<file path="src/design/bgls_pkg.sv">
// Package for the bar-graph LED matrix serializer: word types, register
// indexes, frame constants and the per-level colour table.
// No dependencies.
package bgls_pkg;

	localparam int LED_COUNT    = 64;
	localparam int BITS_PER_LED = 24;
	localparam int PIX_W        = $clog2(LED_COUNT);
	localparam int BIT_W        = $clog2(BITS_PER_LED);
	localparam int TICK_W       = 16;
	localparam int HEIGHT_W     = 4;
	localparam int COLOUR_W     = 24;
	localparam int CFG_IDX_W    = 3;

	localparam logic [BIT_W-1:0] LAST_BIT = BIT_W'(BITS_PER_LED - 1);
	localparam logic [PIX_W-1:0] LAST_PIX = PIX_W'(LED_COUNT - 1);

	// Register indexes on the configuration port
	localparam logic [CFG_IDX_W-1:0] REG_ONE_HIGH  = 3'd0;
	localparam logic [CFG_IDX_W-1:0] REG_ONE_LOW   = 3'd1;
	localparam logic [CFG_IDX_W-1:0] REG_ZERO_HIGH = 3'd2;
	localparam logic [CFG_IDX_W-1:0] REG_ZERO_LOW  = 3'd3;
	localparam logic [CFG_IDX_W-1:0] REG_LATCH     = 3'd4;

	localparam logic [TICK_W-1:0] RST_ONE_HIGH  = 16'd28;
	localparam logic [TICK_W-1:0] RST_ONE_LOW   = 16'd12;
	localparam logic [TICK_W-1:0] RST_ZERO_HIGH = 16'd12;
	localparam logic [TICK_W-1:0] RST_ZERO_LOW  = 16'd28;
	localparam logic [TICK_W-1:0] RST_LATCH     = 16'd6000;

	typedef enum logic [1:0] {
		PH_IDLE  = 2'd0,
		PH_HIGH  = 2'd1,
		PH_LOW   = 2'd2,
		PH_LATCH = 2'd3
	} phase_t;

	typedef struct packed {
		logic                mode;
		logic [HEIGHT_W-1:0] height_col0;
		logic [HEIGHT_W-1:0] height_col1;
		logic [HEIGHT_W-1:0] height_col2;
		logic [HEIGHT_W-1:0] height_col3;
		logic [HEIGHT_W-1:0] height_col4;
		logic [HEIGHT_W-1:0] height_col5;
		logic [HEIGHT_W-1:0] height_col6;
		logic [HEIGHT_W-1:0] height_col7;
	} item_t;

	typedef struct packed {
		logic pin;
		logic busy_res;
		logic load_accepted;
		logic frame_done;
	} result_t;

	typedef logic [7:0][HEIGHT_W-1:0] heights_t;

	typedef struct packed {
		logic [TICK_W-1:0] one_high;
		logic [TICK_W-1:0] one_low;
		logic [TICK_W-1:0] zero_high;
		logic [TICK_W-1:0] zero_low;
		logic [TICK_W-1:0] latch;
	} timing_t;

	// GRB colour of a lit pixel on a given level (1 = bottom row)
	function automatic logic [COLOUR_W-1:0] level_colour(input logic [HEIGHT_W-1:0] level);
		logic [COLOUR_W-1:0] c;
		case (level)
			4'd1:    c = 24'h00FF00;
			4'd2:    c = 24'h20B000;
			4'd3:    c = 24'h308000;
			4'd4:    c = 24'h404000;
			4'd5:    c = 24'h800000;
			4'd6:    c = 24'hB00040;
			4'd7:    c = 24'h000080;
			4'd8:    c = 24'h0000B0;
			default: c = 24'h000000;
		endcase
		return c;
	endfunction

endpackage

</file>
<file path="src/design/bar_graph_led_matrix_serializer_core.sv">
// Top level of the bar-graph LED matrix serializer: word handshakes and the
// result register. Depends on bgls_pkg and bgls_seq.
//
//  channel  | handshake                   | payload
//  ---------+-----------------------------+---------------------------------
//  item     | item_valid / item_ready     | item (mode, height_col0..7)
//  result   | result_valid / result_ready | result (pin, busy_res, ...)
//  config   | cfg_we                      | cfg_index, cfg_wdata (16 bits)
//
// One word per clock: a word is accepted, its state update and result are
// computed in the same cycle and the result is registered for the next.
// The result register is refilled in the cycle it is drained, so item_ready
// stays high while result_ready is high; a stalled result holds off one word.
// arst_n clears the frame state and the result valid flag and loads the
// register reset values.
module bar_graph_led_matrix_serializer_core (
	input  logic                              clk,
	input  logic                              arst_n,
	input  logic                              item_valid,
	output logic                              item_ready,
	input  bgls_pkg::item_t                   item,
	output logic                              result_valid,
	input  logic                              result_ready,
	output bgls_pkg::result_t                 result,
	input  logic                              cfg_we,
	input  logic [bgls_pkg::CFG_IDX_W-1:0]    cfg_index,
	input  logic [bgls_pkg::TICK_W-1:0]       cfg_wdata
);

	logic              fire;
	logic              result_valid_q;
	bgls_pkg::result_t result_q;
	bgls_pkg::result_t result_d;

	assign item_ready   = !result_valid_q || result_ready;
	assign fire         = item_valid && item_ready;
	assign result_valid = result_valid_q;
	assign result       = result_q;

	bgls_seq u_seq (
		.clk       (clk),
		.arst_n    (arst_n),
		.fire      (fire),
		.item      (item),
		.cfg_we    (cfg_we),
		.cfg_index (cfg_index),
		.cfg_wdata (cfg_wdata),
		.result_d  (result_d)
	);

	always_ff @(posedge clk or negedge arst_n) begin
		if (!arst_n) begin
			result_valid_q <= 1'b0;
		end else if (item_ready) begin
			result_valid_q <= item_valid;
		end
	end

	always_ff @(posedge clk) begin
		if (fire) begin
			result_q <= result_d;
		end
	end

	a_hold_on_stall: assert property (@(posedge clk) disable iff (!arst_n)
		result_valid_q && !result_ready |=> result_valid_q && $stable(result_q))
		else $error("result word changed while stalled");

	a_ready_follows: assert property (@(posedge clk) disable iff (!arst_n)
		!result_valid_q |-> item_ready)
		else $error("input blocked with empty result register");

	a_fill: assert property (@(posedge clk) disable iff (!arst_n)
		fire |=> result_valid_q)
		else $error("accepted word produced no result");

endmodule

</file>
<file path="src/design/bgls_bit_sel.sv">
// Data bit lookup: picks the current waveform bit from the latched column
// heights, the pixel index and the bit index. Depends on bgls_pkg.
module bgls_bit_sel (
	input  bgls_pkg::heights_t               heights,
	input  logic [bgls_pkg::PIX_W-1:0]       pixel_index,
	input  logic [bgls_pkg::BIT_W-1:0]       bit_index,
	output logic                             data_bit
);

	logic [bgls_pkg::HEIGHT_W-1:0] col_height;
	logic [bgls_pkg::HEIGHT_W-1:0] level;
	logic [bgls_pkg::COLOUR_W-1:0] colour;

	always_comb begin
		col_height = heights[pixel_index[2:0]];
		// row 0 of the chain is the top of the bar
		level      = 4'd8 - {1'b0, pixel_index[5:3]};
		colour     = (level <= col_height) ? bgls_pkg::level_colour(level) : '0;
		data_bit   = (bit_index <= bgls_pkg::LAST_BIT) ? colour[bit_index] : 1'b0;
	end

endmodule

</file>
<file path="src/design/bgls_seq.sv">
// Waveform sequencer: timing registers, frame state and the next-state and
// result logic for one word. Depends on bgls_pkg and bgls_bit_sel.
module bgls_seq (
	input  logic                              clk,
	input  logic                              arst_n,
	input  logic                              fire,
	input  bgls_pkg::item_t                   item,
	input  logic                              cfg_we,
	input  logic [bgls_pkg::CFG_IDX_W-1:0]    cfg_index,
	input  logic [bgls_pkg::TICK_W-1:0]       cfg_wdata,
	output bgls_pkg::result_t                 result_d
);

	bgls_pkg::timing_t                timing_q;
	bgls_pkg::heights_t               heights_q, heights_d;
	bgls_pkg::phase_t                 phase_q, phase_d;
	logic [bgls_pkg::PIX_W-1:0]       pixel_q, pixel_d;
	logic [bgls_pkg::BIT_W-1:0]       bit_q, bit_d;
	logic [bgls_pkg::TICK_W-1:0]      tick_q, tick_d;
	logic                             data_bit;
	logic [bgls_pkg::TICK_W-1:0]      period_len;
	logic                             period_end;

	bgls_bit_sel u_bit_sel (
		.heights     (heights_q),
		.pixel_index (pixel_q),
		.bit_index   (bit_q),
		.data_bit    (data_bit)
	);

	always_ff @(posedge clk or negedge arst_n) begin
		if (!arst_n) begin
			timing_q.one_high  <= bgls_pkg::RST_ONE_HIGH;
			timing_q.one_low   <= bgls_pkg::RST_ONE_LOW;
			timing_q.zero_high <= bgls_pkg::RST_ZERO_HIGH;
			timing_q.zero_low  <= bgls_pkg::RST_ZERO_LOW;
			timing_q.latch     <= bgls_pkg::RST_LATCH;
		end else if (cfg_we) begin
			unique case (cfg_index)
				bgls_pkg::REG_ONE_HIGH:  timing_q.one_high  <= cfg_wdata;
				bgls_pkg::REG_ONE_LOW:   timing_q.one_low   <= cfg_wdata;
				bgls_pkg::REG_ZERO_HIGH: timing_q.zero_high <= cfg_wdata;
				bgls_pkg::REG_ZERO_LOW:  timing_q.zero_low  <= cfg_wdata;
				bgls_pkg::REG_LATCH:     timing_q.latch     <= cfg_wdata;
				default: ;
			endcase
		end
	end

	always_ff @(posedge clk or negedge arst_n) begin
		if (!arst_n) begin
			heights_q <= '0;
			phase_q   <= bgls_pkg::PH_IDLE;
			pixel_q   <= '0;
			bit_q     <= bgls_pkg::LAST_BIT;
			tick_q    <= '0;
		end else if (fire) begin
			heights_q <= heights_d;
			phase_q   <= phase_d;
			pixel_q   <= pixel_d;
			bit_q     <= bit_d;
			tick_q    <= tick_d;
		end
	end

	always_comb begin
		unique case (phase_q)
			bgls_pkg::PH_HIGH:  period_len = data_bit ? timing_q.one_high : timing_q.zero_high;
			bgls_pkg::PH_LOW:   period_len = data_bit ? timing_q.one_low : timing_q.zero_low;
			bgls_pkg::PH_LATCH: period_len = timing_q.latch;
			default:            period_len = timing_q.latch;
		endcase
		// a zero length behaves as one tick
		period_end = ({1'b0, tick_q} + 17'd1) >= {1'b0, period_len};
	end

	always_comb begin
		heights_d = heights_q;
		phase_d   = phase_q;
		pixel_d   = pixel_q;
		bit_d     = bit_q;
		tick_d    = period_end ? '0 : tick_q + 16'd1;
		result_d  = '0;
		if (item.mode) begin
			tick_d            = tick_q;
			result_d.busy_res = 1'b1;
			if (phase_q == bgls_pkg::PH_IDLE) begin
				heights_d = {item.height_col7, item.height_col6, item.height_col5,
					item.height_col4, item.height_col3, item.height_col2,
					item.height_col1, item.height_col0};
				pixel_d   = '0;
				bit_d     = bgls_pkg::LAST_BIT;
				tick_d    = '0;
				phase_d   = bgls_pkg::PH_HIGH;
				result_d.load_accepted = 1'b1;
			end else begin
				// refuse the load, report the line level
				result_d.pin = (phase_q == bgls_pkg::PH_HIGH);
			end
		end else begin
			unique case (phase_q)
				bgls_pkg::PH_IDLE: begin
					tick_d = tick_q;
				end
				bgls_pkg::PH_HIGH: begin
					result_d.pin      = 1'b1;
					result_d.busy_res = 1'b1;
					if (period_end) phase_d = bgls_pkg::PH_LOW;
				end
				bgls_pkg::PH_LOW: begin
					result_d.busy_res = 1'b1;
					if (period_end) begin
						if (bit_q == '0 || bit_q > bgls_pkg::LAST_BIT) begin
							bit_d = bgls_pkg::LAST_BIT;
							if (pixel_q == bgls_pkg::LAST_PIX) begin
								pixel_d = '0;
								phase_d = bgls_pkg::PH_LATCH;
							end else begin
								pixel_d = pixel_q + 1'b1;
								phase_d = bgls_pkg::PH_HIGH;
							end
						end else begin
							bit_d   = bit_q - 1'b1;
							phase_d = bgls_pkg::PH_HIGH;
						end
					end
				end
				bgls_pkg::PH_LATCH: begin
					result_d.busy_res = 1'b1;
					if (period_end) begin
						phase_d             = bgls_pkg::PH_IDLE;
						result_d.frame_done = 1'b1;
					end
				end
				default: ;
			endcase
		end
	end

	a_bit_range: assert property (@(posedge clk) disable iff (!arst_n)
		bit_q <= bgls_pkg::LAST_BIT)
		else $error("bit index out of range");

	a_idle_clean: assert property (@(posedge clk) disable iff (!arst_n)
		phase_q == bgls_pkg::PH_IDLE |-> (tick_q == '0 && pixel_q == '0
			&& bit_q == bgls_pkg::LAST_BIT))
		else $error("idle with frame counters not cleared");

	a_load_only_idle: assert property (@(posedge clk) disable iff (!arst_n)
		fire && result_d.load_accepted |=> phase_q == bgls_pkg::PH_HIGH && tick_q == '0)
		else $error("accepted load did not start a frame");

	a_done_to_idle: assert property (@(posedge clk) disable iff (!arst_n)
		fire && result_d.frame_done |=> phase_q == bgls_pkg::PH_IDLE)
		else $error("frame done without returning to idle");

	a_latch_entry: assert property (@(posedge clk) disable iff (!arst_n)
		fire && phase_q == bgls_pkg::PH_LOW && phase_d == bgls_pkg::PH_LATCH
		|-> pixel_q == bgls_pkg::LAST_PIX && bit_q == '0)
		else $error("latch period entered before the last bit");

endmodule

</file>
<file path="config.mk">
export PLATFORM = sky130hd
export DESIGN_NAME = bar_graph_led_matrix_serializer_core
export DESIGN_NICKNAME = d
export VERILOG_FILES = /design/src/design/bgls_pkg.sv /design/src/design/bar_graph_led_matrix_serializer_core.sv /design/src/design/bgls_bit_sel.sv /design/src/design/bgls_seq.sv
export SDC_FILE = /design/constraint.sdc
export NUM_CORES = 1
export LEC_CHECK = 0
export ABC_AREA = 1
export BUFFER_PORTS_ARGS = -buffer_cell sky130_fd_sc_hd__buf_2
export CAP_MARGIN = 20
export CORE_MARGIN = 4
export CORE_UTILIZATION = 40
export DETAILED_ROUTE_END_ITERATION = 10
export PLACE_DENSITY_LB_ADDON = 0.25
export SLEW_MARGIN = 20
export SYNTH_ARGS = -nofsm -noshare
export SYNTH_HDL_FRONTEND = slang
export SYNTH_SLANG_ARGS = --single-unit
export TNS_END_PERCENT = 20
</file>
<file path="constraint.sdc">
create_clock -name clk -period 6.5 [get_ports clk]
set_clock_uncertainty 0.05 [all_clocks]
set_input_delay 0 -clock clk [delete_from_list [all_inputs] [get_ports clk]]
set_output_delay 0 -clock clk [all_outputs]
set_load 0.05 [all_outputs]
</file>
Word-level counts from Yosys, hierarchy flattened

Memories as Yosys holds them, arrays and structs flattened.
Cells that the tools add are included.

Bits in read-only memories: 256
Register bits after elaboration: 146
Memories: 1
Logic and storage cells: 109

Memory list:

| name            | depth | bits a word | rd ports | clocked after memory_dff | write ports | line           | source |
|---|---|---|---|---|---|---|---|
| (no name shown) | 16    | 16          | 1        | 0                        | 0           | bgls_pkg.sv:70 | `case (level)` |

Reductions and logical operators: 23
$lt $le $gt $ge: 6
Multiplexer cells: 38
Bitwise gates (word level): 1
Add/sub/neg operators: 5
Equality and inequality tests: 13

Operator list:

| cell                                                                     | count |
|---|---|
| 16-bit two-way mux                                                       | 6 |
| 6-bit two-way mux                                                        | 6 |
| 16-bit one-hot mux with 2 select lines                                   | 1 |
| 5-bit two-way mux                                                        | 5 |
| 24-bit two-way mux                                                       | 1 |
| 16-bit by 1-bit adder with 17-bit output (second input constant)         | 1 |
| 17-bit by 16-bit greater-or-equal comparator with 1-bit output           | 1 |
| 16-bit by 1-bit adder with 16-bit output (second input constant)         | 1 |
| 2-bit two-way mux                                                        | 8 |
| 4-bit binary-select mux with 3-bit select                                | 1 |
| 2-bit AND reduction                                                      | 5 |
| 3-bit by 2-bit inequality test with 1-bit output (second input constant) | 3 |
| 1-bit two-way mux                                                        | 7 |
| 6-bit by 1-bit adder with 6-bit output (second input constant)           | 1 |
| 3-bit by 2-bit == test with 1-bit output (second input constant)         | 2 |
| 6-bit == test (second input constant)                                    | 1 |
| 5-bit by 6-bit < comparator with 1-bit output (second input constant)    | 1 |
| 2-bit one-hot mux with 3 select lines                                    | 1 |
| 3-bit AND reduction                                                      | 2 |
| 6-bit AND reduction                                                      | 1 |
| 2-bit nonzero test                                                       | 3 |
| 1-bit binary-select mux with 5-bit select                                | 1 |
| 5-bit greater-than comparator (second input constant)                    | 1 |
| 5-bit <= comparator (second input constant)                              | 1 |
| 23 further kinds                                                         | 25 |

Logic depth before layout (Yosys ltp)

Gate-level depths: netlist of run 1.

Depth in word-level cells: 13
Gate-level depth with buffers: 33
Gate-level depth less buffers: 30

Hierarchy

Synthesis of run 1 repeated with hierarchy kept, for this count alone.

Cell total of the unflattened synthesis: 921
Area total of the unflattened synthesis: 7,881.3 um^2

By module, submodules not included:

| module                               | area each (um^2) | cells each | seq. area each (um^2) | instances |
|---|---|---|---|---|
| bgls_seq                             | 7,020.5          | 774        | 3,554.7               | 1 |
| bgls_bit_sel                         | 695.7            | 137        | 0.0                   | 1 |
| bar_graph_led_matrix_serializer_core | 165.2            | 10         | 145.1                 | 1 |

Worst setup path after synthesis of run 1

Ideal clock, no wire load.

Kind: flip-flop to flip-flop
Start: reg u_seq.pixel_q[0] (netlist bit)
End: reg u_seq.bit_q[3] (netlist bit)
Path slack: 2,312 ps
Period minus slack after synthesis: 4,188 ps
Path buffers: 4
Arrival time: 4,012 ps
Cell stages (with the launch flop): 30
Required time: 6,324 ps
Path through: dfrtp_1 > clkbuf_1 > inv_1 > clkbuf_1 > o21ai_0 > o221ai_1 > o21ai_0 > ha_1 > inv_1 > nor2_1 > o21ai_0 > nand2_1 > nand2_1 > nand3_1 > a21oi_4 > nand3_2 > buf_4 > nand2_1 > nand3_1 > nand3_1 > o21ai_1 > ha_1 > nand4_1 > nor4_1 > nand2_1 > nand4_4 > nand3_2 > buf_6 > nand2_1 > o21ai_0

Word-level cells in the longest chain between the ends: 12

RTL lines:

| what                                                             | line                           | source |
|---|---|---|
| from (decl)                                                      | bgls_seq.sv:17                 | `logic [bgls_pkg::PIX_W-1:0] pixel_q, pixel_d;` |
| from (signal assigned)                                           | bgls_seq.sv:60                 | `pixel_q <= pixel_d;` |
| 4-bit binary-select mux with 3-bit select *                      | bgls_bit_sel.sv:15             | `col_height = heights[pixel_index[2:0]];` |
| 4-bit two-way mux (implied by the code) *                        | bgls_bit_sel.sv:15             |  |
| 4-bit <= comparator *                                            | bgls_bit_sel.sv:18             | `colour = (level <= col_height) ? bgls_pkg::level_colour(level) : '0;` |
| 24-bit two-way mux *                                             | bgls_bit_sel.sv:18             |  |
| 1-bit binary-select mux with 5-bit select *                      | bgls_bit_sel.sv:19             | `data_bit = (bit_index <= bgls_pkg::LAST_BIT) ? colour[bit_index] : 1'b0;` |
| 1-bit two-way mux (implied by the code) *                        | bgls_bit_sel.sv:19             |  |
| 1-bit two-way mux *                                              | bgls_bit_sel.sv:19             |  |
| 16-bit two-way mux (on tied branches)                            | bgls_seq.sv:69, bgls_seq.sv:68 |  |
| 16-bit one-hot mux with 2 select lines *                         | bgls_seq.sv:67                 | `unique case (phase_q)` |
| 17-bit by 16-bit greater-or-equal comparator with 1-bit output * | bgls_seq.sv:74                 | `period_end = ({1'b0, tick_q} + 17'd1) >= {1'b0, period_len};` |
| 2-bit nonzero test (no source line) *                            | n/a                            |  |
| 4-bit AND reduction (no source line) *                           | n/a                            |  |
| to (signal assigned)                                             | bgls_seq.sv:55                 | `bit_q <= bgls_pkg::LAST_BIT;` |
| to (signal assigned)                                             | bgls_seq.sv:61                 | `bit_q <= bit_d;` |
| to (decl)                                                        | bgls_seq.sv:18                 | `logic [bgls_pkg::BIT_W-1:0] bit_q, bit_d;` |

Every way passes the cells marked *; elsewhere a longest branch is shown, timed or not. The select of a mux whose other input is x is not followed.
A chain may end at the register's enable or synchronous reset.

Worst setup path after layout of run 1

Start: reg u_seq.pixel_q[0] (netlist bit)
End: reg u_seq.pixel_q[0] (netlist bit)

Word-level cells in the longest chain between the ends: 12

RTL lines:

| what                                                           | line |
|---|---|
| 4-bit binary-select mux with 3-bit select                      | bgls_bit_sel.sv:15 |
| 4-bit two-way mux (implied by the code)                        | bgls_bit_sel.sv:15 |
| 4-bit <= comparator                                            | bgls_bit_sel.sv:18 |
| 24-bit two-way mux                                             | bgls_bit_sel.sv:18 |
| 1-bit binary-select mux with 5-bit select                      | bgls_bit_sel.sv:19 |
| 1-bit two-way mux (implied by the code)                        | bgls_bit_sel.sv:19 |
| 1-bit two-way mux                                              | bgls_bit_sel.sv:19 |
| 16-bit two-way mux (on tied branches)                          | bgls_seq.sv:69, bgls_seq.sv:68 |
| 16-bit one-hot mux with 2 select lines                         | bgls_seq.sv:67 |
| 17-bit by 16-bit greater-or-equal comparator with 1-bit output | bgls_seq.sv:74 |
| 2-bit nonzero test (no source line)                            | n/a |
| 5-bit AND reduction (no source line)                           | n/a |

Several ways; a longest one is shown, not always the timed one. The select of a mux whose other input is x is not followed.

==> results.md, run 1 <==
- Setup violations remaining at the end of the flow were counted as 0.
- The clock root buffer master is sky130_fd_sc_hd__clkbuf_16.
- Across the VDD grid, the largest voltage drop is 0.000236 V.
- The run finished with clean final reports.
- The worst flop-to-flop path startpoint is u_seq.pixel_q[0]$_DFFE_PN0P_.
- The number of placed instances, taps included is 1301.
- The TritonCTS clock tree is done.
- The fraction of layout instances using a drive strength above 1 is 15.0%.
- The number of antenna-violating nets in the routed design is 0.
- The synthesized netlist occupies a cell area of 8190 um^2.
- After detailed routing, the number of remaining DRC violations is 0.
- The number of rows in the core area is 52.
- The floorplan die width is 151 um.
- The TritonCTS sink count is 146.
- The final wirelength is 19600 um.
- 63 I/O pins were placed.
- The initial utilization of the core area, before any placement, comes to 40.6%.
- The area growth from synthesis to layout is 19.1%.
- The share of the Yosys chip area taken by registers is 45.2%.
- The number of buffers created by CTS is 17.
- For this block, the via count after detailed routing is 6860.
- The finished layout holds 1385 standard cells, fillers aside.
- The count of final hold-check violations is 0.
- In the routed layout, each cell is associated on average with a via count of 4.95.
- The number of pins with negative max-slew slack in the final report was 0.
- The height of the die is 151 um.
- The total setup buffers inserted after CTS is 0.
- The library cell used most frequently in the layout, excluding fill and tap cells, is sky130_fd_sc_hd__nand2_1.
- The tool flagged a number of max-cap violations equal to 0.
- The register bit count reported by yosys is 146.
- The final critical path takes up 87.3% of the cycle.
- Global routing consumed, on the met2 layer, 28.7% of the routing resources.
- At the pin with the least slew margin, the transition time is 1.02 ns.
- The library cells used most frequently in the layout, excluding fill and tap cells, are sky130_fd_sc_hd__nand2_1, sky130_fd_sc_hd__inv_1, sky130_fd_sc_hd__dfrtp_1.
- The kind of end point of the critical path is a flip-flop.
- The cell area power density is 413 nW/um^2.
- Global routing used 18.5% of the available tracks.
- The average footprint of a synthesized cell is 8.11 um^2.
- Setup repair after global routing left no endpoint under its margin.
- The instance area after placement is 8670 um^2.
- Data arrives at the worst endpoint at 5.98 ns.
- The number of buffers on the longest clock path is 2.
- The aggregate negative setup slack is 0 ns.
- The met3 layer usage reported by global route is 3.02%.
- Clock-pin slew was measured on the worst setup and hold paths at 0.06 ns.
- The average routed wire per standard cell is 14.2 um.
- The most used routing layer is met2.
- The final weighted congestion of routability-driven global placement is 0.829.
- In this run the most critical hold path is launched from cfg_index[2].
- In the global route stage, met1 resource usage came out at 26.5%.
- In this run the static leakage power is 4.80 nW.
- The source-to-sink clock delay at the later pin of the worst-skew pair is 0.42 ns.
- Synthesis instantiated 41 different standard cells from the library.
- The maximum operating frequency is 0.176 GHz.
- The H-tree was split into 4 levels.
- The final global-route overflow total is 0.
- The worst setup path is launched from a flip-flop.
- The post-CTS resize count is 0.
- During synthesis, Yosys emitted a total of 0 warnings.
- The type of the most critical hold path is in -> reg.
- The first detailed-routing pass took 5 iterations.
- The number of antenna violations at the first check in global routing came to 0.
- The floorplan core area is 20200 um^2.
- The routed design could run at a clock period as short as 5.67 ns.
- The wire length of the first global-routing pass is 33800 um.
- The worst setup path is of the reg -> reg kind.
- Detailed placement ended at an HPWL of 13000 um.
- Synthesis produced a netlist whose cell count is 1010.
- In this run the worst path has a maximum fanout of 32.
- The net count after synthesis is 1102.
- Entering global routing, the biggest net connects 89 pins.
- The number of design-rule violations left by the first detailed-router iteration is 512.
- Buffers inserted to repair hold after CTS numbered 53.
- The via count of the first global-routing pass is 6686.
- The most critical setup path has its startpoint at u_seq.pixel_q[0]$_DFFE_PN0P_.
- Input and output buffers added on the ports amount to 62.
- The final net count is 1195.
- 0 antenna diodes ended up in the layout.
- The normalized max-slew margin is 31.7%.
- At the worst endpoint, the required time is 6.81 ns.
- The area of all placed cells without fillers is 9750 um^2.
- The area of the die is 22800 um^2.
layout make-up:
| cell class | count | area (um^2) |
|---|---|---|
| Inverter | 155 | 582 |
| Sequential cell | 146 | 3700 |
| Clock buffer | 20 | 437 |
| Fill cell | 2010 | 10400 |
| Clock inverter | 11 | 109 |
| Multi-Input combinational cell | 660 | 3680 |
| Tap cell | 270 | 338 |
| Timing Repair Buffer | 123 | 907 |
synth_stat cells:
master / instances / area (um^2)
sky130_fd_sc_hd__buf_4: 2 / 15.0
sky130_fd_sc_hd__o21ai_0: 114 / 571
sky130_fd_sc_hd__nor3_4: 1 / 16.3
sky130_fd_sc_hd__nor2_1: 57 / 214
sky130_fd_sc_hd__nor4_1: 2 / 12.5
sky130_fd_sc_hd__or2_2: 2 / 12.5
sky130_fd_sc_hd__nand3_2: 2 / 20.0
sky130_fd_sc_hd__o21ai_1: 16 / 80.1
sky130_fd_sc_hd__edfxtp_1: 4 / 120
sky130_fd_sc_hd__mux2_2: 32 / 360
sky130_fd_sc_hd__nand3_1: 71 / 355
sky130_fd_sc_hd__dfrtp_1: 121 / 3030
sky130_fd_sc_hd__clkbuf_1: 27 / 101
sky130_fd_sc_hd__clkinv_1: 1 / 3.75
sky130_fd_sc_hd__nand4_1: 46 / 288
sky130_fd_sc_hd__buf_2: 11 / 55.1
sky130_fd_sc_hd__inv_1: 152 / 571
sky130_fd_sc_hd__o31ai_1: 5 / 37.5
sky130_fd_sc_hd__xnor2_1: 2 / 17.5
sky130_fd_sc_hd__ha_1: 35 / 438
sky130_fd_sc_hd__o32ai_1: 1 / 8.76
sky130_fd_sc_hd__nand2_1: 214 / 803
sky130_fd_sc_hd__buf_1: 6 / 22.5
sky130_fd_sc_hd__nand2_2: 2 / 12.5
sky130_fd_sc_hd__a21oi_4: 1 / 16.3
sky130_fd_sc_hd__nor2_4: 1 / 11.3
sky130_fd_sc_hd__inv_2: 2 / 7.51
sky130_fd_sc_hd__buf_6: 3 / 33.8
sky130_fd_sc_hd__a21oi_1: 11 / 55.1
sky130_fd_sc_hd__dfstp_2: 21 / 552
sky130_fd_sc_hd__nand4_4: 1 / 21.3
sky130_fd_sc_hd__o211ai_1: 1 / 7.51
sky130_fd_sc_hd__xor2_1: 13 / 114
sky130_fd_sc_hd__xnor2_2: 1 / 16.3
sky130_fd_sc_hd__o221ai_1: 3 / 26.3
sky130_fd_sc_hd__o22ai_1: 12 / 75.1
sky130_fd_sc_hd__a31oi_1: 1 / 6.26
sky130_fd_sc_hd__nor3b_1: 3 / 22.5
sky130_fd_sc_hd__nor2_2: 2 / 12.5
sky130_fd_sc_hd__nor3_1: 5 / 25.0
sky130_fd_sc_hd__nand3b_1: 3 / 22.5
layer usage:
layer | routed length (um) | vias up
met5 | 0 | -
met4 | 360 | 0
met3 | 628 | 30
met2 | 8920 | 120
met1 | 9710 | 3213
li1 | - | 3497
flip-flops by register name (all words and copies together), names as in the netlist:
name,flops
result,4
result_valid,1
u_seq.bit_q,5
u_seq.heights_q,32
u_seq.phase_q,2
u_seq.pixel_q,6
u_seq.tick_q,16
u_seq.timing_q,80
cell families (layout without fill, tap and decap cells):
| kind of cell | after synthesis | in the layout | share of synthesized area [%] |
|---|---|---|---|
| buffers and inverters | 204 | 309 | 9.89 |
| AOI/OAI and AO/OA | 165 | 165 | 10.8 |
| adders and majority gates | 35 | 35 | 5.35 |
| and+or+nand+nor | 412 | 412 | 22.6 |
| DFF | 146 | 146 | 45.2 |
| muxes | 32 | 32 | 4.40 |
| xor gates and xnor gates | 16 | 16 | 1.80 |
where the power goes:
part / internal [mW] / total [mW] / leakage, nW / switching, mW
Clock: 0.527 / 0.917 / 0.253 / 0.390
Sequential: 1.19 / 1.38 / 1.78 / 0.191
Combinational: 0.653 / 1.73 / 2.76 / 1.08
worst max-delay path, cell delays in order, from the launching register on:
cell and delay, ns:
sky130_fd_sc_hd__dfrtp_1 0.70, sky130_fd_sc_hd__inv_1 0.38, sky130_fd_sc_hd__o21ai_0 0.29, sky130_fd_sc_hd__o22ai_1 0.12, sky130_fd_sc_hd__o21ai_0 0.28, sky130_fd_sc_hd__ha_1 0.31, sky130_fd_sc_hd__nand2_1 0.06, sky130_fd_sc_hd__inv_1 0.04
sky130_fd_sc_hd__o21ai_0 0.07, sky130_fd_sc_hd__nand2_1 0.06, sky130_fd_sc_hd__nand2_1 0.06, sky130_fd_sc_hd__nand3_1 0.11, sky130_fd_sc_hd__a21oi_4 0.15, sky130_fd_sc_hd__nand3_2 0.53, sky130_fd_sc_hd__nand2_1 0.22, sky130_fd_sc_hd__nand3_1 0.09
sky130_fd_sc_hd__nand3_1 0.12, sky130_fd_sc_hd__o21ai_1 0.08, sky130_fd_sc_hd__ha_1 0.36, sky130_fd_sc_hd__nand4_1 0.12, sky130_fd_sc_hd__nor4_1 0.30, sky130_fd_sc_hd__nand2_1 0.16, sky130_fd_sc_hd__nand4_4 0.27, sky130_fd_sc_hd__nand3_2 0.25
sky130_fd_sc_hd__nor2_2 0.27, sky130_fd_sc_hd__nand2_1 0.09, sky130_fd_sc_hd__nand2_1 0.06
stage by stage:
step	power, mW	setup slack (ns)	utilization [%]	hold WS (ns)
6_report	4.03	0.827	48.4	0.104
4_1_cts	4.06	0.771	48.3	0.0951
5_1_grt	4.41	0.0375	48.4	0.139
3_5_place_dp	3.10	0.859	43.0	0.0855
2_1_floorplan	2.68	2.31	-	-0.346
3_3_place_gp	3.08	0.976	43.0	0.0857
path summary, 6_finish.rpt:
check                                                       end  slack (ns)  cells past startpoint
max in group asynchronous       u_seq.heights_q[21]$_DFFE_PN0P_        4.97                      3
min in group asynchronous          u_seq.pixel_q[2]$_DFFE_PN0P_        0.18                      2
worst min register to register   u_seq.timing_q[48]$_DFFE_PN0P_        0.43                      2
worst min-delay path              u_seq.timing_q[4]$_DFFE_PN1P_        0.10                      5
worst max register to register     u_seq.pixel_q[0]$_DFFE_PN0P_        0.83                     26
worst max-delay path               u_seq.pixel_q[0]$_DFFE_PN0P_        0.83                     26
No activity file was read; power rests on OpenSTA's default activity.
==> run 2: changes to the inputs <==
- CORE_ASPECT_RATIO: default -> 1.25
==> run 2 against run 1 <==
Total power grew 4.1%. Critical path type unchanged. Die area barely moved. Setup slack better by 0.13 ns. Sequential cell count is the same. First-iteration DRC count decreased by 26%.
==> results.md, run 2 (synthesis gave the netlist of run 1 again) <==
- The repair_antennas step left the layout with diodes totalling 0.
- The most common cell after layout, fill and taps aside is sky130_fd_sc_hd__nand2_1.
- The floorplan die width is 136 um.
- The floorplan core area is 20100 um^2.
- The worst pin sits at a relative slew slack of 31.9%.
- The part of the total power dissipated in combinational logic is 41.3%.
- The TritonCTS sink count is 146.
- The wire length of the first global-routing pass is 33000 um.
- The area growth from synthesis to layout is 20.4%.
- The number of buffer and inverter stages on the critical path is 2.
- The worst setup path is launched from a flip-flop.
- No sink is reached through more buffers than the 2 on the longest clock path.
- The clock tree synthesis step divided the H-tree into 4 levels.
- 63 I/O pins were placed.
- The largest registers in the layout are u_seq.timing_q: 80 flops, u_seq.heights_q: 32 flops, u_seq.tick_q: 16 flops.
- In this run the power density over the cells is 426 nW/um^2.
- The final critical delay including setup and external delays is 5.54 ns.
- For this run the aggregate overflow at the end of global routing stands at 0.
- At the worst endpoint, the required time is 6.82 ns.
- Excluding fillers, the count of instances in the completed layout stands at 1386.
- Hold timing on the final database bottoms out at a slack of 0.0799 ns.
- The number of rows in the core area is 58.
- The most used cell along the critical path is sky130_fd_sc_hd__nand2_1.
- The number of pins with negative max-slew slack in the final report is 0.
- The count of nets left with antenna violations once routing finished came out at 0.
- The initial standard-cell utilization of the core is 40.7%.
- The register ranked first by flip-flop count is u_seq.timing_q.
- The number of detailed-routing iterations run before antenna repair is 5.
- The average routed wire per standard cell is 14.1 um.
- The number of placed instances, taps included is 1301.
- The number of antenna violations at the first check in global routing is 0.
- The detailed router placed 6816 vias in this run.
- The port buffer count is 62.
- The worst supply voltage drop on vdd is 0.000244 V.
- The root buffer cell chosen for the clock tree is sky130_fd_sc_hd__clkbuf_16.
- Once layout is complete, the utilization of the core stands at 49.0%.
- Measured along the y axis, the die boundary spans 168 um.
- The count of final hold-check violations is 0.
- In this run, CTS created clock tree buffers numbering 17.
- The largest fanout on the critical path is 32.
- The total setup buffers inserted after CTS is 0.
- The maximum number of pins on one net before global-route repair is 76.
- The arrival time at the worst endpoint is 5.86 ns.
- The switching power is 1.69 mW.
- The final net count is 1195.
- The slowest stage of the critical path belongs to the cell sky130_fd_sc_hd__dfrtp_1.
- STA classifies the critical path endpoint as a flip-flop.
- Net switching is 40.2% of the power.
- The final weighted congestion of routability-driven global placement is 0.839.
- The ratio of final minimum period to clock period is 85.3%.
- The clock-pin transition on the worst setup and hold timing paths is 0.06 ns.
- The total routing resource utilization after global routing is 17.8%.
- Setup repair after global routing left no endpoint under its margin.
- The internal power of the cells totals 2.51 mW.
- TritonCTS built the clock tree.
- The area of the die is 22800 um^2.
- At the later pin of the worst-skew pair, clock insertion delay measures 0.43 ns.
- For the pin with the worst max-slew slack, the measured transition is 1.02 ns.
- The mean number of vias per cell is 4.92.
- The filler cells instantiated in the layout total 1978.
- The via count of the first global-routing pass is 6653.
- For this run, the slowest stage of the critical path takes 0.71 ns.
- The fraction of layout instances using a drive strength above 1 is 15.4%.
- The detailed router finished its first iteration with 378 violations.
- Summed over all cells, the static leakage comes to 4.86 nW.
- The top cell types in the final layout, fill and taps aside, are sky130_fd_sc_hd__nand2_1, sky130_fd_sc_hd__inv_1, sky130_fd_sc_hd__dfrtp_1.
- The final wirelength is 19600 um.
- The register with the most flip-flops in the layout has 80 of them.
- Summed over all failing endpoints, the final setup total negative slack is 0 ns.
- The count of unresolved DRC violations after routing is 0.
- Derived from the worst setup path, the maximum achievable clock frequency is 0.180 GHz.
- The path class of the tightest hold or removal check is in -> async.
- Max-cap violations in this run came to 0.
- The clock share of power is 25.7%.
- Summed over all nets, the half-perimeter wirelength after detailed placement is 12800 um.
- The category of the critical setup timing path is reg -> reg.
- Among cell families on the critical path, the largest total delay comes from simple AND/OR/NAND/NOR gates.
- Setup violations remaining at the end of the flow were counted as 0.
- Per report_power, the sequential group accounts for 33.0% of the total.
- The run finished with clean final reports.
-- run 2: cell count changes in the layout (fill, tap and decap cells not counted), sizes merged --
cell	delta
clkinv	-1
clkbuf	-1
bufinv	+3
clkinvlp	-3
inv	+3
-- run 2: repair_timing --
item	in CTS	in global routing
gates resized for setup	0	0
endpoints found under the hold margin	189	0
hold buffers	53	0
-- run 2: final cells by class --
cell class              instances  area (um^2)  share of cell area [%]
multi-input cells             660         3680                    37.4
inverters                     155          582                    5.90
clock inverters                13          194                    1.97
repair buffers                123          907                    9.20
well taps                     270          338                    3.43
flip-flops and latches        146         3700                    37.5
clock buffers                  19          453                    4.60
-- run 2: final timing paths --
check                                                from                               to  slack (ns)  cells past startpoint
setup / recovery             u_seq.pixel_q[0]$_DFFE_PN0P_     u_seq.pixel_q[0]$_DFFE_PN0P_        0.96                     26
hold / removal                                     arst_n  u_seq.heights_q[26]$_DFFE_PN0P_        0.08                      2
setup reg to reg             u_seq.pixel_q[0]$_DFFE_PN0P_     u_seq.pixel_q[0]$_DFFE_PN0P_        0.96                     26
hold reg to reg            u_seq.timing_q[74]$_DFFE_PN0P_   u_seq.timing_q[74]$_DFFE_PN0P_        0.43                      2
max in group asynchronous                          arst_n   u_seq.timing_q[15]$_DFFE_PN0P_        4.92                      3
min in group clk                                   cfg_we    u_seq.timing_q[4]$_DFFE_PN1P_        0.11                      5
-- run 2: power by group through the flow --
stage	clock network (mW)	logic, mW	registers [mW]
after global placement	0	1.68	1.39
after CTS	1.10	1.74	1.38
after detailed placement	0	1.71	1.39
final	1.08	1.73	1.38
after floorplan	0	1.36	1.33
after global routing	1.14	1.99	1.41
-- run 2: layer usage --
| metal | wire [um] | GRT usage, % | vias up |
|---|---|---|---|
| met2 | 9840 | 31.1 | 98 |
| met5 | 0 | 0 | - |
| met4 | 230 | 4.69 | 0 |
| met1 | 8950 | 23.0 | 3214 |
| li1 | - | - | 3488 |
| met3 | 553 | 2.93 | 16 |
-- run 2: metrics by stage --
step / cell area (um^2) / worst slack (ns) / power [mW]
4_1_cts: 9850 / 0.911 / 4.22
3_3_place_gp: 8670 / 1.08 / 3.07
3_5_place_dp: 8670 / 0.948 / 3.10
2_1_floorplan: 8190 / 2.31 / 2.68
5_1_grt: 9860 / 0.158 / 4.55
6_report: 9860 / 0.957 / 4.20
==> run 3: changes to the inputs <==
- ABC_AREA: 1 -> default
- GPL_TIMING_DRIVEN: default -> 0
==> run 3 against run 2 <==
Largest power group unchanged. Register-to-register slack lost 0.49 ns. Critical path depth shrank 7. Non-clock buffer count grew 25. Clock-buffer cell count grew 2. Critical path type unchanged. Cell area shrank 0.98%. Utilization grew 0.73 points. Via count shrank 17%.
==> results.md, run 3 <==
- The flow ran to the end, and the final reports show no timing, DRC or antenna violations.
- Of the cells placed in the final design, the portion with a size suffix greater than 1 is 36.3%.
- Cells fill 49.8% of the core in the end.
- At the later pin of the worst-skew pair, clock insertion delay measures 0.42 ns.
- Setup repair after global routing left no endpoint under its margin.
- The die covers 22400 um^2.
- At the pin with the least slew margin, the transition time is 0.813 ns.
- The largest registers in the layout are u_seq.timing_q: 80 flops, u_seq.heights_q: 32 flops, u_seq.tick_q: 16 flops.
- Clock-pin slew was measured on the worst setup and hold paths at 0.06 ns.
- Among all cell types in the netlist, the one instantiated most often is sky130_fd_sc_hd__dfrtp_1.
- The longest individual stage delay on the worst path is 0.75 ns.
- The via count of the first global-routing pass is 6014.
- For this run, the detailed router's first-pass iteration total came to 5.
- The number of standard cells in the layout, taps in and fillers out is 1058.
- Summed over all cells, the static leakage comes to 4.35 nW.
- The worst supply voltage drop on vdd is 0.000178 V.
- The first global-routing pass estimated 31200 um of wire.
- For the worst flop-to-flop path, the logic depth is 19.
- The kind of launch point of the worst setup path is a flip-flop.
- In this run the clock root is driven by a sky130_fd_sc_hd__clkbuf_16.
- Across all layers, the routed design uses 5652 vias.
- The setup slack of the worst register-to-register path is 0.47 ns.
- The number of filler instances in the final layout is 1738.
- The number of pins with negative max-slew slack in the final report is 0.
- The clock period could shrink to 6.03 ns.
- Among all flip-flop cells after synthesis, the most frequent one is sky130_fd_sc_hd__dfrtp_1.
- Data on the critical path is required at its endpoint by 6.79 ns.
- In this run, the number of DRC markers left after iteration 0 of detailed routing was 334.
- For this design, the sink count on the clock tree is 146.
- By area the synthesized netlist is led by sky130_fd_sc_hd__dfrtp_1, sky130_fd_sc_hd__mux2_2, sky130_fd_sc_hd__dfstp_2, sky130_fd_sc_hd__ha_1, sky130_fd_sc_hd__a221oi_2.
- The critical-path cell with the highest stage delay is sky130_fd_sc_hd__a211oi_2.
- Post-CTS timing repair inserted 0 buffers for setup.
- The number of diodes is 0.
- The final hold slack is 0.0395 ns.
- After technology mapping, the gate count stands at 648.
- Averaged over all synthesized cells, the footprint is 12.4 um^2.
- The floorplan step set the die width to 135 um.
- Counting buffers and inverters, the worst setup path is 19 cells deep.
- Using the TritonRoute via totals, the vias-per-cell ratio works out to 5.34.
- The floorplan core area is 19600 um^2.
- The count of pins on the block boundary is 63.
- Ranked by instance count, the synthesized netlist is headed by sky130_fd_sc_hd__dfrtp_1, sky130_fd_sc_hd__mux2_2, sky130_fd_sc_hd__nand2_1.
- The final net count is 873.
- After synthesis, flip-flops and latches occupy 46.1% of the total area.
- The number of synthesized flops with an enable pin is 4.
- Among cell families on the critical path, the largest total delay comes from compound AO/OA/AOI/OAI gates.
- Clock tree synthesis inserted a total of 17 buffers.
- Of all flip-flops after synthesis, the portion carrying an async set or reset was 97.3%.
- The worst setup path is captured at a flip-flop.
- The ratio of final minimum period to clock period is 92.8%.
- The total of warnings raised by yosys is 0.
- The worst hold path belongs to the class in -> reg.
- At the end of routability-driven placement, the weighted congestion stood at 0.822.
- The cell depth of the worst hold path is 3.
- The synthesized netlist occupies a cell area of 8030 um^2.
- The total routing resource utilization after global routing is 17.4%.
- The normalized max-slew margin is 45.7%.
- For this run, the top clock speed supported by timing is 0.166 GHz.
- The register with the most flip-flops in the layout has 80 of them.
- The maximum number of pins on one net before global-route repair is 73.
- The number of buffers and inverters on the critical path is 2.
- The count of unresolved DRC violations after routing is 0.
- The initial standard-cell utilization of the core is 40.9%.
- Counting tap cells, the placed design contains a total of 976 instances.
- The register bit count reported by yosys is 146.
- The number of buffers on the longest clock path is 2.
- The number of H-tree branching levels is 4.
- The multi-input gate area in the final layout is 4140 um^2.
- The height of the die is 166 um.
- Across the whole layout, storage elements account for 3700 um^2.
- The number of antenna violations at the first check in global routing was 0.
- During placement, the flow inserted port buffers numbering 61.
- The library cell used most frequently in the layout, excluding fill and tap cells, is sky130_fd_sc_hd__dfrtp_1.
- In this run the remaining antenna-violating nets after routing total 0.
- The category of the critical setup timing path is reg -> reg.
- The post-synthesis to final-layout area growth is 21.5%.
- The post-synthesis cell type count is 65.
- The signal on the critical path passes through clkbuf_1, mux4_2, mux2i_1, ha_1, nor2b_1, o211ai_1, a21oi_1, a2111o_1, buf_4, mux2_4, a221oi_2, ha_1, a21oi_1, o221ai_1, a221oi_1, o21ai_1, a211oi_2, nand2_1, o21ai_0.
- TritonCTS built the clock tree.
- The post-detailed-placement half-perimeter wirelength is 13100 um.
- The number of failing setup endpoints in the final timing report is 0.
- The final wirelength is 18700 um.
- The net count after synthesis is 740.
- The library cell with the largest summed area after synthesis is sky130_fd_sc_hd__dfrtp_1.
- The share of the synthesized area in the top cell type is 37.7%.
- The largest fanout on the critical path is 10.
- After global routing the overflow that remains totals 0.
- The average routed wire per standard cell is 17.6 um.
- The initialized floorplan defines 57 standard-cell rows.
- Leaving out fill and tap cells, the most frequent cells in the layout are sky130_fd_sc_hd__dfrtp_1, sky130_fd_sc_hd__mux2_2, sky130_fd_sc_hd__buf_2.
- The count of final hold-check violations was 0.
- The arrival time at the worst endpoint is 6.32 ns.
- The number of violations of the max-capacitance limit is 0.
- Ranked by flip-flop count, first place goes to u_seq.timing_q.
- Power spread over the standard cell area amounts to 371 nW/um^2.
## run 3: cell types whose count changed after synthesis, moves of 38 or more
cell | previous run | this run
sky130_fd_sc_hd__nand4_1 | 46 | 6
sky130_fd_sc_hd__inv_1 | 152 | 13
sky130_fd_sc_hd__mux2_2 | 32 | 120
sky130_fd_sc_hd__o21ai_0 | 114 | 5
sky130_fd_sc_hd__nor2_1 | 57 | 19
sky130_fd_sc_hd__nand3_1 | 71 | 17
sky130_fd_sc_hd__nand2_1 | 214 | 40
## run 3: worst min-delay path, cell delays in order
cell and delay (ns):
sky130_fd_sc_hd__buf_2 0.12, sky130_fd_sc_hd__nor3b_2 0.11, sky130_fd_sc_hd__mux2_2 0.24
## run 3: timing repair
item / CTS / global route
setup endpoints to repair: 9 / 1
hold buffers: 51 / 0
cloned: 0 / 0
hold endpoints to repair: 184 / 0
gates resized for setup: 2 / 2
## run 3: report_power, final
group          switching [mW]  internal (mW)
Combinational           0.738          0.710
Sequential              0.123           1.16
Clock                   0.369          0.522
## run 3: kinds of logic after synthesis
group	count (synthesis)	synth area share [%]
flip-flops	146	46.1
AO/OA/AOI/OAI	93	10.2
buffers and inverters	49	2.46
XOR/XNOR	14	1.62
multiplexers	163	24.6
AND/OR/NAND/NOR	148	9.64
adder cells (fa/ha/maj)	35	5.45
## run 3: path summary, 6_finish.rpt
path                                                     start                               to
worst max-delay path              u_seq.pixel_q[1]$_DFFE_PN0P_      u_seq.tick_q[0]$_DFFE_PN0P_
worst min-delay path                              cfg_index[0]   u_seq.timing_q[67]$_DFFE_PN1P_
worst max register to register    u_seq.pixel_q[1]$_DFFE_PN0P_      u_seq.tick_q[0]$_DFFE_PN0P_
worst min register to register  u_seq.timing_q[48]$_DFFE_PN0P_   u_seq.timing_q[48]$_DFFE_PN0P_
max in group asynchronous                               arst_n   u_seq.timing_q[10]$_DFFE_PN1P_
min in group asynchronous                               arst_n  u_seq.heights_q[26]$_DFFE_PN0P_
## run 3: per-stage QoR
| step | setup WS [ns] | TNS [ns] | power [mW] | area (um^2) |
|---|---|---|---|---|
| 6_report | 0.467 | 0 | 3.62 | 9760 |
| 5_1_grt | 0.0218 | 0 | 3.85 | 9760 |
| 4_1_cts | 0.327 | 0 | 3.65 | 9760 |
| 3_5_place_dp | -0.141 | -0.873 | 2.73 | 8710 |
| 3_3_place_gp | 0.0245 | 0 | 2.66 | 8670 |
| 2_1_floorplan | 1.20 | 0 | 2.34 | 8030 |
## run 3: layout make-up
class / instances / share of cell area (%)
multi-input cells: 453 / 42.4
flip-flops and latches: 146 / 37.9
repair buffers: 114 / 8.79
clock buffers: 21 / 4.51
well taps: 265 / 3.40
plain buffers: 34 / 1.47
clock inverters: 10 / 0.897
inverters: 15 / 0.577
## run 3: layer usage
metal	GRT usage, %	wire (um)	vias to the layer above
met5	0	0	-
met4	6.20	347	0
met3	3.35	609	27
met2	30.1	9780	110
met1	21.6	7930	2847
li1	-	-	2668
